==> src/dsg_pkg.sv <==
`timescale 1ns / 1ps
package dsg_pkg;
   localparam int DATA_WIDTH = 32;
   localparam logic [DATA_WIDTH-1:0] RESET_P = 32'd283;
   localparam logic [DATA_WIDTH-1:0] RESET_Q = 32'd47;
   localparam logic [DATA_WIDTH-1:0] RESET_G = 32'd60;
   localparam logic [DATA_WIDTH-1:0] RESET_X = 32'd24;
   localparam int CSR_INDEX_WIDTH = 2;

   // register indexes
   localparam logic [CSR_INDEX_WIDTH-1:0] CSR_P = 2'd0;
   localparam logic [CSR_INDEX_WIDTH-1:0] CSR_Q = 2'd1;
   localparam logic [CSR_INDEX_WIDTH-1:0] CSR_G = 2'd2;
   localparam logic [CSR_INDEX_WIDTH-1:0] CSR_X = 2'd3;

   // command selectors
   localparam logic [2:0] SEL_MAIN    = 3'd0;   // default variant of an operation
   localparam logic [2:0] SEL_ALT     = 3'd1;   // latch the previous unit result first
   localparam logic [2:0] SEL_REDUCED = 3'd2;   // take the reducer remainder as base

   // datapath operations
   typedef enum logic [3:0] {
      OP_NONE,
      OP_LOAD,     // latch inputs, start the reduction g%p, copy k and q for Euclid
      OP_MOD,      // one step of the shared restoring reducer/divider
      OP_MUL,      // one step of the shared double-and-add multiplier
      OP_SETUP_POW_SQ,
      OP_SETUP_POW_MUL,
      OP_POW_SHIFT,
      OP_SETUP_R,
      OP_SETUP_EUCLID_DIV,
      OP_SETUP_EUCLID_MUL,
      OP_EUCLID_UPDATE,
      OP_SETUP_HASH,
      OP_SETUP_XR,
      OP_SETUP_S,
      OP_OUTPUT
   } op_type;

   typedef struct packed {
      op_type op;
      logic [2:0] sel;     // destination / source selector
   } cmd_type;

   typedef struct packed {
      logic unit_done;     // multi-cycle unit is on its last step
      logic exp_zero;      // exponent fully consumed
      logic exp_bit;       // current exponent bit
      logic r1_zero;       // Euclid remainder zero
      logic q_zero;
      logic p_zero;
   } sts_type;

   typedef enum logic [4:0] {
      ST_IDLE, ST_RED_G, ST_RED_G_W, ST_ACC_INIT, ST_ACC_INIT_W, ST_POW_TEST,
      ST_POW_MUL, ST_POW_MUL_W, ST_POW_SQ, ST_POW_SQ_W, ST_POW_SHIFT,
      ST_R, ST_R_W, ST_EU_TEST, ST_EU_DIV, ST_EU_DIV_W, ST_EU_QM, ST_EU_QM_W,
      ST_EU_MUL, ST_EU_MUL_W, ST_EU_UPD, ST_HASH, ST_HASH_W, ST_XQ, ST_XQ_W,
      ST_XR, ST_XR_W, ST_S, ST_S_W, ST_OUT
   } state_type;
endpackage

==> src/dsg_datapath.sv <==
`timescale 1ns / 1ps
module dsg_datapath #(
   parameter int WIDTH = dsg_pkg::DATA_WIDTH
) (
   input  logic               clock,
   input  dsg_pkg::cmd_type   cmd,
   output dsg_pkg::sts_type   sts,
   input  logic [WIDTH-1:0]   in_hash,
   input  logic [WIDTH-1:0]   in_k,
   input  logic [WIDTH-1:0]   cfg_p,
   input  logic [WIDTH-1:0]   cfg_q,
   input  logic [WIDTH-1:0]   cfg_g,
   input  logic [WIDTH-1:0]   cfg_x,
   output logic [WIDTH-1:0]   out_r,
   output logic [WIDTH-1:0]   out_s
);
   import dsg_pkg::*;
   localparam int CW = $clog2(WIDTH + 1);
   localparam logic [CW-1:0] LAST = CW'(WIDTH - 1);

   // working registers
   logic [WIDTH-1:0] hash_ff, exp_ff, base_ff, acc_ff, r_ff;
   logic [WIDTH-1:0] r0_ff, r1_ff, c0_ff, c1_ff, sum_ff;
   // shared unit: operands a, b, modulus m, result res
   logic [WIDTH-1:0] ua_ff, ub_ff, um_ff, res_ff, rem_ff;
   logic [CW-1:0]    cnt_ff;
   logic             is_div_ff;

   // one step of the unit
   logic [WIDTH:0] dbl, dbl_red, add, add_red, shr;
   logic [WIDTH-1:0] mul_next, rem_next;
   logic bitv;
   always_comb begin
      bitv = ub_ff[WIDTH-1-cnt_ff[CW-1:0]];
      dbl = {res_ff, 1'b0};
      dbl_red = (dbl >= {1'b0, um_ff}) ? dbl - {1'b0, um_ff} : dbl;
      add = dbl_red + {1'b0, ua_ff};
      add_red = (add >= {1'b0, um_ff}) ? add - {1'b0, um_ff} : add;
      mul_next = bitv ? add_red[WIDTH-1:0] : dbl_red[WIDTH-1:0];
      // restoring division: remainder shifts in next dividend bit
      shr = {rem_ff, bitv};
      rem_next = (shr >= {1'b0, um_ff}) ? WIDTH'(shr - {1'b0, um_ff}) : shr[WIDTH-1:0];
   end

   logic [WIDTH-1:0] sub_t;
   always_comb sub_t = (c0_ff >= res_ff) ? c0_ff - res_ff : c0_ff + (cfg_q - res_ff);

   always_ff @(posedge clock) begin
      case (cmd.op)
         OP_LOAD: begin
            hash_ff <= in_hash; exp_ff <= in_k;
            r0_ff <= in_k; r1_ff <= cfg_q;
            c0_ff <= (cfg_q == WIDTH'(1)) ? '0 : WIDTH'(1); c1_ff <= '0;
            acc_ff <= (cfg_p == WIDTH'(1)) ? '0 : WIDTH'(1);
            // reduce g mod p
            ub_ff <= cfg_g; um_ff <= cfg_p; rem_ff <= '0; res_ff <= '0;
            is_div_ff <= 1'b1; cnt_ff <= '0;
         end
         OP_MOD, OP_MUL: begin
            if (is_div_ff) begin
               rem_ff <= rem_next;
               res_ff <= {res_ff[WIDTH-2:0], (shr >= {1'b0, um_ff})};
            end else begin
               res_ff <= mul_next;
            end
            cnt_ff <= cnt_ff + CW'(1);
         end
         OP_SETUP_POW_MUL: begin
            ua_ff <= acc_ff; ub_ff <= base_ff; um_ff <= cfg_p;
            res_ff <= '0; is_div_ff <= 1'b0; cnt_ff <= '0;
         end
         OP_SETUP_POW_SQ: begin
            if (cmd.sel == SEL_ALT) acc_ff <= res_ff;
            else if (cmd.sel == SEL_REDUCED) base_ff <= rem_ff;
            ua_ff <= (cmd.sel == SEL_REDUCED) ? rem_ff : base_ff;
            ub_ff <= (cmd.sel == SEL_REDUCED) ? rem_ff : base_ff;
            um_ff <= cfg_p; res_ff <= '0; is_div_ff <= 1'b0; cnt_ff <= '0;
         end
         OP_POW_SHIFT: begin
            base_ff <= res_ff; exp_ff <= exp_ff >> 1;
         end
         OP_SETUP_R: begin
            ub_ff <= (cfg_p == '0) ? '0 : acc_ff; um_ff <= cfg_q;
            rem_ff <= '0; res_ff <= '0; is_div_ff <= 1'b1; cnt_ff <= '0;
         end
         OP_SETUP_EUCLID_DIV: begin
            if (cmd.sel == SEL_ALT) r_ff <= rem_ff;
            ub_ff <= r0_ff; um_ff <= r1_ff;
            rem_ff <= '0; res_ff <= '0; is_div_ff <= 1'b1; cnt_ff <= '0;
         end
         OP_SETUP_EUCLID_MUL: begin
            // quotient mod q, then c1 times that mod q
            if (cmd.sel == SEL_MAIN) begin
               ub_ff <= res_ff; um_ff <= cfg_q;
               rem_ff <= '0; res_ff <= '0; is_div_ff <= 1'b1; cnt_ff <= '0;
               sum_ff <= rem_ff;
            end else begin
               ua_ff <= c1_ff; ub_ff <= rem_ff; um_ff <= cfg_q;
               res_ff <= '0; is_div_ff <= 1'b0; cnt_ff <= '0;
            end
         end
         OP_EUCLID_UPDATE: begin
            r0_ff <= r1_ff; r1_ff <= sum_ff;
            c0_ff <= c1_ff; c1_ff <= sub_t;
         end
         OP_SETUP_HASH: begin
            ub_ff <= hash_ff; um_ff <= cfg_q;
            rem_ff <= '0; res_ff <= '0; is_div_ff <= 1'b1; cnt_ff <= '0;
         end
         OP_SETUP_XR: begin
            if (cmd.sel == SEL_MAIN) begin
               sum_ff <= rem_ff; ub_ff <= cfg_x;
               rem_ff <= '0; res_ff <= '0; is_div_ff <= 1'b1; cnt_ff <= '0;
            end else begin
               ua_ff <= rem_ff; ub_ff <= r_ff; res_ff <= '0;
               is_div_ff <= 1'b0; cnt_ff <= '0;
            end
         end
         OP_SETUP_S: begin
            ua_ff <= c0_ff;
            ub_ff <= (sum_ff >= cfg_q - res_ff) ? sum_ff - (cfg_q - res_ff)
                                                 : sum_ff + res_ff;
            res_ff <= '0; is_div_ff <= 1'b0; cnt_ff <= '0;
         end
         OP_OUTPUT: begin
            if (cfg_q <= WIDTH'(1)) begin
               out_r <= '0; out_s <= '0;
            end else begin
               out_r <= r_ff; out_s <= res_ff;
            end
         end
         default: begin
         end
      endcase
   end

   always_comb begin
      sts.unit_done = (cnt_ff == LAST);
      sts.exp_zero  = (exp_ff == '0);
      sts.exp_bit   = exp_ff[0];
      sts.r1_zero   = (r1_ff == '0);
      sts.q_zero    = (cfg_q == '0);
      sts.p_zero    = (cfg_p == '0);
   end
endmodule

==> src/dsg_controller.sv <==
`timescale 1ns / 1ps
module dsg_controller (
   input  logic             clock,
   input  logic             reset,
   input  logic             start,
   output logic             busy,
   output logic             done,
   input  logic             rsp_taken,
   output dsg_pkg::cmd_type cmd,
   input  dsg_pkg::sts_type sts
);
   import dsg_pkg::*;
   state_type state_ff, state_in;

   always_ff @(posedge clock) begin
      if (reset) state_ff <= ST_IDLE;
      else state_ff <= state_in;
   end

   always_comb begin
      state_in = state_ff;
      cmd.op = OP_NONE;
      cmd.sel = SEL_MAIN;
      busy = 1'b1;
      done = 1'b0;
      case (state_ff)
         ST_IDLE: begin
            busy = 1'b0;
            if (start) begin
               cmd.op = OP_LOAD;
               state_in = ST_RED_G_W;
            end
         end
         ST_RED_G_W: begin
            cmd.op = OP_MOD;
            if (sts.unit_done) state_in = ST_RED_G;
         end
         ST_RED_G: begin
            // base <= g mod p, then test exponent
            cmd.op = OP_SETUP_POW_SQ; cmd.sel = SEL_REDUCED;
            state_in = ST_POW_TEST;
         end
         ST_POW_TEST: begin
            if (sts.p_zero || sts.exp_zero) state_in = ST_R;
            else if (sts.exp_bit) begin
               cmd.op = OP_SETUP_POW_MUL; state_in = ST_POW_MUL_W;
            end else begin
               cmd.op = OP_SETUP_POW_SQ; state_in = ST_POW_SQ_W;
            end
         end
         ST_POW_MUL_W: begin
            cmd.op = OP_MUL;
            if (sts.unit_done) state_in = ST_POW_MUL;
         end
         ST_POW_MUL: begin
            cmd.op = OP_SETUP_POW_SQ; cmd.sel = SEL_ALT;
            state_in = ST_POW_SQ_W;
         end
         ST_POW_SQ_W: begin
            cmd.op = OP_MUL;
            if (sts.unit_done) state_in = ST_POW_SHIFT;
         end
         ST_POW_SHIFT: begin
            cmd.op = OP_POW_SHIFT; state_in = ST_POW_TEST;
         end
         ST_R: begin
            if (sts.q_zero) state_in = ST_OUT;
            else begin
               cmd.op = OP_SETUP_R; state_in = ST_R_W;
            end
         end
         ST_R_W: begin
            cmd.op = OP_MOD;
            if (sts.unit_done) state_in = ST_EU_TEST;
         end
         ST_EU_TEST: begin
            // first pass latches r from the reducer
            cmd.op = OP_SETUP_EUCLID_DIV; cmd.sel = SEL_ALT;
            state_in = sts.r1_zero ? ST_HASH : ST_EU_DIV_W;
         end
         ST_EU_DIV: begin
            cmd.op = OP_SETUP_EUCLID_DIV;
            state_in = sts.r1_zero ? ST_HASH : ST_EU_DIV_W;
         end
         ST_EU_DIV_W: begin
            cmd.op = OP_MOD;
            if (sts.unit_done) state_in = ST_EU_QM;
         end
         ST_EU_QM: begin
            cmd.op = OP_SETUP_EUCLID_MUL; state_in = ST_EU_QM_W;
         end
         ST_EU_QM_W: begin
            cmd.op = OP_MOD;
            if (sts.unit_done) state_in = ST_EU_MUL;
         end
         ST_EU_MUL: begin
            cmd.op = OP_SETUP_EUCLID_MUL; cmd.sel = SEL_ALT;
            state_in = ST_EU_MUL_W;
         end
         ST_EU_MUL_W: begin
            cmd.op = OP_MUL;
            if (sts.unit_done) state_in = ST_EU_UPD;
         end
         ST_EU_UPD: begin
            cmd.op = OP_EUCLID_UPDATE; state_in = ST_EU_DIV;
         end
         ST_HASH: begin
            cmd.op = OP_SETUP_HASH; state_in = ST_HASH_W;
         end
         ST_HASH_W: begin
            cmd.op = OP_MOD;
            if (sts.unit_done) state_in = ST_XQ;
         end
         ST_XQ: begin
            cmd.op = OP_SETUP_XR; state_in = ST_XQ_W;
         end
         ST_XQ_W: begin
            cmd.op = OP_MOD;
            if (sts.unit_done) state_in = ST_XR;
         end
         ST_XR: begin
            cmd.op = OP_SETUP_XR; cmd.sel = SEL_ALT; state_in = ST_XR_W;
         end
         ST_XR_W: begin
            cmd.op = OP_MUL;
            if (sts.unit_done) state_in = ST_S;
         end
         ST_S: begin
            cmd.op = OP_SETUP_S; state_in = ST_S_W;
         end
         ST_S_W: begin
            cmd.op = OP_MUL;
            if (sts.unit_done) state_in = ST_OUT;
         end
         ST_OUT: begin
            // load the output register once it is free
            if (rsp_taken) begin
               cmd.op = OP_OUTPUT; done = 1'b1; state_in = ST_IDLE;
            end
         end
         default: state_in = ST_IDLE;
      endcase
   end
endmodule

==> src/dsa_signature_generator_unit.sv <==
`timescale 1ns / 1ps
// A run takes longer for each bit of k up to its top set bit, more for a set bit than a clear one,
// and for each Euclid step; it is shorter when p or q is zero. All multiplications and reductions
// run on the single shared one-bit-a-cycle unit.
// One transaction at a time; the next is taken in the cycle after the result
// is loaded into the output register, which waits while a result stalls.
// Synchronous active-high reset restores p=283, q=47, g=60, x=24 and empties the output.
module dsa_signature_generator_unit #(
   parameter int WIDTH = dsg_pkg::DATA_WIDTH
) (
   input  logic                clock,
   input  logic                reset,
   input  logic                req_tvalid,
   output logic                req_tready,
   input  logic [2*WIDTH-1:0]  req_tdata,   // message_hash, nonce_k
   output logic                rsp_tvalid,
   input  logic                rsp_tready,
   output logic [2*WIDTH-1:0]  rsp_tdata,   // sig_r, sig_s
   input  logic                csr_valid,
   output logic                csr_ready,
   input  logic [dsg_pkg::CSR_INDEX_WIDTH-1:0] csr_index,
   input  logic [WIDTH-1:0]    csr_data
);
   import dsg_pkg::*;
   logic [WIDTH-1:0] p_ff, q_ff, g_ff, x_ff, out_r, out_s;
   logic rsp_valid_ff, busy, done, start;
   cmd_type cmd;
   sts_type sts;

   // configuration writes
   assign csr_ready = 1'b1;
   always_ff @(posedge clock) begin
      if (reset) begin
         p_ff <= WIDTH'(RESET_P); q_ff <= WIDTH'(RESET_Q);
         g_ff <= WIDTH'(RESET_G); x_ff <= WIDTH'(RESET_X);
      end else if (csr_valid) begin
         case (csr_index)
            CSR_P: p_ff <= csr_data;
            CSR_Q: q_ff <= csr_data;
            CSR_G: g_ff <= csr_data;
            CSR_X: x_ff <= csr_data;
            default: begin
            end
         endcase
      end
   end

   assign req_tready = !busy;
   assign start = req_tvalid && !busy;

   // output valid holds until the transaction is taken
   always_ff @(posedge clock) begin
      if (reset) rsp_valid_ff <= 1'b0;
      else if (done) rsp_valid_ff <= 1'b1;
      else if (rsp_tready) rsp_valid_ff <= 1'b0;
   end
   assign rsp_tvalid = rsp_valid_ff;
   assign rsp_tdata = {out_s, out_r};

   dsg_controller u_ctrl (
      .clock(clock), .reset(reset), .start(start), .busy(busy), .done(done),
      .rsp_taken(!rsp_valid_ff || rsp_tready), .cmd(cmd), .sts(sts)
   );

   dsg_datapath #(.WIDTH(WIDTH)) u_dp (
      .clock(clock), .cmd(cmd), .sts(sts),
      .in_hash(req_tdata[WIDTH-1:0]), .in_k(req_tdata[2*WIDTH-1:WIDTH]),
      .cfg_p(p_ff), .cfg_q(q_ff), .cfg_g(g_ff), .cfg_x(x_ff),
      .out_r(out_r), .out_s(out_s)
   );
endmodule
==> config.mk <==
export PLATFORM = sky130hd
export DESIGN_NAME = dsa_signature_generator_unit
export DESIGN_NICKNAME = d
export VERILOG_FILES = /design/src/dsg_pkg.sv /design/src/dsg_datapath.sv /design/src/dsg_controller.sv /design/src/dsa_signature_generator_unit.sv
export SDC_FILE = /design/constraint.sdc
export NUM_CORES = 2
export LEC_CHECK = 0
export BUFFER_PORTS_ARGS = -buffer_cell sky130_fd_sc_hd__buf_2
export CAP_MARGIN = 25
export CELL_PAD_IN_SITES_DETAIL_PLACEMENT = 2
export CELL_PAD_IN_SITES_GLOBAL_PLACEMENT = 2
export CORE_ASPECT_RATIO = 0.5
export CORE_MARGIN = 3
export CORE_UTILIZATION = 38
export DETAILED_ROUTE_END_ITERATION = 7
export PLACE_DENSITY = 0.76
export SYNTH_ARGS = -nofsm -noshare
export SYNTH_HDL_FRONTEND = slang
export SYNTH_SLANG_ARGS = --single-unit
==> constraint.sdc <==
create_clock -name clock -period 17.1 [get_ports clock]
set_input_delay 2.565 -clock clock [delete_from_list [all_inputs] [get_ports clock]]
set_output_delay 2.565 -clock clock [all_outputs]
set_load 0.05 [all_outputs]
# Word level (Yosys, flattened, before mapping)
# Cells that the tools add are included.
[word_totals]
reg_bits = 685
output_inout_bits = 67
elab_cells = 223
[op_classes]
n_addsub = 11
n_lt_le_gt_ge = 7
eq_ne = 67
n_mux = 65
reduce_logical = 48
[ops]
columns = ["op", "n"]
rows = [
  ["32-bit two-way mux", 16],
  ["32-bit one-hot mux with 2 select lines", 8],
  ["32-bit one-hot mux with 9 select lines", 1],
  ["32-bit one-hot mux with 3 select lines", 2],
  ["32-bit one-hot mux with 5 select lines", 1],
  ["32-bit subtractor", 5],
  ["32-bit logical NOT", 4],
  ["5-bit one-hot mux with 25 select lines", 1],
  ["33-bit by 32-bit >= comparator with 1-bit output", 3],
  ["5-bit two-way mux", 16],
  ["5-bit equality test (second input constant)", 14],
  ["32-bit adder", 2],
  ["32-bit by 1-bit equality test with 1-bit output (second input constant)", 2],
  ["32-bit >= comparator", 2],
  ["4-bit one-hot mux with 14 select lines", 1],
  ["5-bit by 4-bit equality test with 1-bit output (second input constant)", 7],
  ["33-bit by 32-bit adder with 33-bit output", 1],
  ["33-bit two-way mux", 1],
  ["33-bit by 32-bit subtractor with 33-bit output", 1],
  ["32-bit by 1-bit less-or-equal comparator with 1-bit output (second input constant)", 1],
  ["32-bit by 6-bit < comparator with 1-bit output (second input constant)", 1],
  ["4-bit equality test (second input constant)", 7],
  ["2-bit inequality test (second input constant)", 14],
  ["4-bit by 3-bit equality test with 1-bit output (second input constant)", 4],
  ["37 further kinds", 83],
]

# Logic depth before layout (Yosys ltp)
[logic_depth]
word_depth = 8
ltp_mapped = 35

# Modules after synthesis
# Synthesis repeated with hierarchy kept, for this count alone.
[hier_totals]
cells_unflattened = 4789
area_unflattened_um2 = 45944.1
[modules_own_cells]
columns = ["mod", "instances", "cells_per_inst", "area_per_inst_um2", "seq_area_each_um2"]
rows = [
  ["dsg_datapath", 1, 4162, 39843.2, 16545.9],
  ["dsa_signature_generator_unit", 1, 469, 5086.1, 2582.5],
  ["dsg_controller", 1, 158, 1014.7, 100.1],
]

# Least setup slack after synthesis
# OpenSTA, ideal clock, no wires.
[synth_timing]
kind = "reg2reg"
start = "register u_dp.res_ff[18]"
end = "register u_dp.res_ff[19] (data pin)"
t_arrival_ns = 7.046
required_time_ns = 16.839
path_slack_ns = 9.793
stages_incl_launch_ff = 32
path_buffers = 2
cell_sequence = "edfxtp_1 > ha_1 > and3_1 > and2_1 > a221o_1 > nor2b_1 > a211o_1 > nand2_1 > clkbuf_1 > nor2_1 > a21oi_1 > ha_1 > a21o_1 > or4_1 > o211ai_1 > o21a_1 > o21ai_0 > a41o_1 > a21o_1 > a21oi_1 > xnor2_1 > ha_1 > clkbuf_1 > and2_1 > nand4_1 > nor2_1 > a21oi_1 > a211o_1 > a21o_2 > nand2_8 > mux2_2 > a221o_1"
[synth_via]
elab_chain_cells = 8
word_cells_on_any_way = 10
cone_classes = "3 x add/sub; 2 x order compare; 5 x mux"
[synth_rtl]
columns = ["item", "line", "rtl"]
rows = [
  ["from (decl)", "dsg_datapath.sv:25", "logic [WIDTH-1:0] ua_ff, ub_ff, um_ff, res_ff, rem_ff;"],
  ["from (signal assigned)", "dsg_datapath.sv:62", "res_ff <= {res_ff[WIDTH-2:0], (shr >= {1'b0, um_ff})};"],
  ["from (signal assigned)", "dsg_datapath.sv:64", "res_ff <= mul_next;"],
  ["33-bit by 32-bit subtractor with 33-bit output or 33-bit by 32-bit >= comparator with 1-bit output (tied branches)", "dsg_datapath.sv:36", "dbl_red = (dbl >= {1'b0, um_ff}) ? dbl - {1'b0, um_ff} : dbl;"],
  ["33-bit two-way mux", "dsg_datapath.sv:36", ""],
  ["33-bit by 32-bit adder with 33-bit output", "dsg_datapath.sv:37", "add = dbl_red + {1'b0, ua_ff};"],
  ["32-bit subtractor or 33-bit by 32-bit >= comparator with 1-bit output (tied branches)", "dsg_datapath.sv:38", "add_red = (add >= {1'b0, um_ff}) ? add - {1'b0, um_ff} : add;"],
  ["32-bit two-way mux", "dsg_datapath.sv:38", ""],
  ["32-bit two-way mux", "dsg_datapath.sv:39", "mul_next = bitv ? add_red[WIDTH-1:0] : dbl_red[WIDTH-1:0];"],
  ["32-bit two-way mux *", "dsg_datapath.sv:60", "if (is_div_ff) begin"],
  ["32-bit one-hot mux with 2 select lines *", "dsg_datapath.sv:49", "case (cmd.op)"],
]
# Mark *: on every way between the ends. The rest lies on a longest branch, timed or not.
# A chain may end at the register's enable or synchronous reset.

# Final worst setup path
[layout_timing]
start = "register u_dp.res_ff[7]"
end = "register u_dp.res_ff[19] (data pin)"
[layout_via]
elab_chain_cells = 8
word_cells_on_any_way = 10
cone_classes = "3 x add/sub; 2 x order compare; 5 x mux"
[layout_rtl]
columns = ["item", "line"]
rows = [
  ["33-bit by 32-bit subtractor with 33-bit output or 33-bit by 32-bit >= comparator with 1-bit output (tied branches)", "dsg_datapath.sv:36"],
  ["33-bit two-way mux *", "dsg_datapath.sv:36"],
  ["33-bit by 32-bit adder with 33-bit output", "dsg_datapath.sv:37"],
  ["32-bit subtractor or 33-bit by 32-bit >= comparator with 1-bit output (tied branches)", "dsg_datapath.sv:38"],
  ["32-bit two-way mux", "dsg_datapath.sv:38"],
  ["32-bit two-way mux *", "dsg_datapath.sv:39"],
  ["32-bit two-way mux *", "dsg_datapath.sv:60"],
  ["32-bit one-hot mux with 2 select lines *", "dsg_datapath.sv:49"],
]
# Marked as above.

==> flow_summary.toml <==
[outcome]
status = "finished with violations"
violations = "design-rule violations"

[worst_setup_path]
end_kind = "flop"
startpoint = "u_dp.res_ff[7]"
cp_slowest_cell = "o41ai_1"
r2r_slack_ps = 7910
r2r-start = "u_dp.res_ff[7]"
cp-start-kind = "flop"
path_class = "flop to flop"
crit_end = "u_dp.res_ff[19]"
crit_top_cell = "a21oi_1"
critPathMaxFanout = 44
crit-reg2reg-capture = "u_dp.res_ff[19]"
r2r_cells = 30
slowest_delay_ps = 750
crit_arrival_ps = 9630
critPathRequiredTime_ps = 17550

[detailed_routing]
vias_per_cell = 6.603
wl_met1_um = 106400
via_count = 43510
routed.top_layer = "met5"
wire_per_inst_um = 35.88
ant_nets = 0
wirelength_um = 236400
dr.first_iter.drc_count = 6439
routed-wl-met2_um = 90720
route.met3.wl_um = 34620
firstDrtPassIters = 8
drc = 13

[die]
die_h_um = 250.4
ioPinCount = 170
rows = 88
die_w_um = 494.8
die_area_um2 = 123900
core_area_um2 = 116900
initial_core_util = 0.3882

[logic_synthesis]
ys_seq_elements = 685
synth_top_area_frac = 0.3645
synth_top_area_cell = "edfxtp_1"
synthCells = 4814
yosysWarnings = 0
syn_nets = 5212
yosysUniqueCellTypes = 95
synth_edf_count = 551
syn_area_per_cell_um2 = 9.430
synthFlopType = "edfxtp_1"
async_reset_ff_frac = 0
synth.top_cells.by_area = "edfxtp_1 (36%), ha_1 (7.9%), nand2_1 (6.2%), dfxtp_1 (5.9%), a21oi_1 (4.5%)"
ys_seq_area_frac = 0.4236
syn_area_um2 = 45400

[grt]
grt_pass1_wl_um = 329300
grt_pass1_vias = 43050
grt_start_max_net_pins = 66
grt_use_total = 0.3711
antenna_found_initial = 42
overflow = 0

[cells_and_area]
area_delta_synth_final_pct = 12.20
num-fill-cells = 12630
drive_gt1_frac = 0.1072
fin_nets = 5339
layout_commonest_cell = "nand2_1"
layout_common_cells = "nand2_1 (752), edfxtp_1 (551), a21oi_1 (407)"

[clocking]
cts_made_buffers = 72
clock_sinks = 685
cts-root-buf = "clkbuf_16"
clkTransAtPathRegs_ps = 70
post-cts-setup-buffers = 0
cts_resized = 0
clockBufferDepth = 3
htree_levels = 3
clock_latency_ps = 720
cts-hold-fix-buffers = 0
cts_tree = "yes"

[timing]
fin_crit_ps = 9187
rsz0062_at_grt = "false"
setup_tns_ps = 0
finClkSkew_ps = 36.95
finalHoldViolCount = 0
slew-limit-headroom = 0.03815
period_share = 0.5373
setup_violations = 0
tightestPinTransition_ps = 1443
maxSlewViolCount = 0
fmax_mhz = 108.8

[placement]
hpwl_um = 183500
portBuffers = 168
gp_congestion = 1.006

[run]
max_cap_viol_count = 0

[min_path]
hold_class = "flop to flop"
-- layer usage --
| layer | GRT usage | vias to the layer above |
|---|---|---|
| met1 | 0.5664 | 22590 |
| met4 | 0.07459 | 16 |
| met2 | 0.4880 | 2528 |
| li1 | - | 18120 |
| met3 | 0.1392 | 247 |
| met5 | 0 | - |
-- worst min path at each step --
stage,slack [ps],startpoint,endpoint,cells after the start
finish,470,x_ff[12],x_ff[12],2
global route,490,x_ff[18],x_ff[18],2
CTS,470,x_ff[12],x_ff[12],2
detailed placement,450,x_ff[12],x_ff[12],2
global placement,440,x_ff[18],x_ff[18],2
floorplan,430,x_ff[0],x_ff[0],2
-- per-stage QoR --
step           utilization  setup slack, ps  instance area, um^2  std cells  hold slack [ps]
6_report            0.4356             7913                50940       6589            465.1
2_1_floorplan            -             9793                45400       4814            432.9
4_1_cts             0.4349             8005                50850       6569            465.9
3_5_place_dp        0.4130             8047                48300       6437            454.8
5_1_grt             0.4353             7202                50900       6574            489.6
3_3_place_gp        0.4127             8314                48260       6435            439.6
-- cells by family (layout without fill, tap and decap cells) --
group | after synthesis | count (layout) | share of synthesized area
AND/OR/NAND/NOR | 1595 | 1595 | 0.1575
AO/OA/AOI/OAI | 1361 | 1361 | 0.1989
multiplexers | 223 | 223 | 0.05402
other | 1 | 16 | 0.00008260
flip-flops | 685 | 685 | 0.4236
adder cells (fa/ha/maj) | 296 | 296 | 0.08301
buffers and inverters | 405 | 590 | 0.03481
XOR/XNOR | 248 | 248 | 0.04815
-- layout make-up --
cell class / instances / area, um^2 / share of cell area
tap: 1575 / 1971 / 0.03869
clock inverter: 41 / 599.3 / 0.01177
inverter: 188 / 705.7 / 0.01385
antenna: 15 / 37.54 / 0.0007369
multi-input combinational: 3724 / 24800 / 0.4868
clock buffer: 91 / 1957 / 0.03842
timing repair buffer: 270 / 1642 / 0.03223
sequential: 685 / 19230 / 0.3775
-- synthesized netlist by cell type (all sizes together), types with 42 or more instances --
cell    count
a211oi     61
a21o      147
a21oi     407
a221oi     43
a222oi     58
a22oi      51
and2       56
buf        45
clkbuf    172
dfxtp     134
edfxtp    551
ha        286
inv       187
mux2       73
mux2i     140
nand2     755
nand2b     52
nand3      85
nor2      335
nor2b      64
nor3       61
nor4       42
o211ai     64
o21ai     224
o21bai     44
xnor2     171
xor2       76
-- critical path, delay by kind of cell, from the launching register on --
family	cells	cell delay (ps)
buffers and inverters	3	940
adder cells (fa/ha/maj)	3	1110
flip-flops	1	610
AO/OA/AOI/OAI	15	4360
XOR/XNOR	1	140
multiplexers	2	770
AND/OR/NAND/NOR	6	980
Power is not shown: default switching activity piles up to over one toggle a cycle in this logic, so the estimate is an artifact.
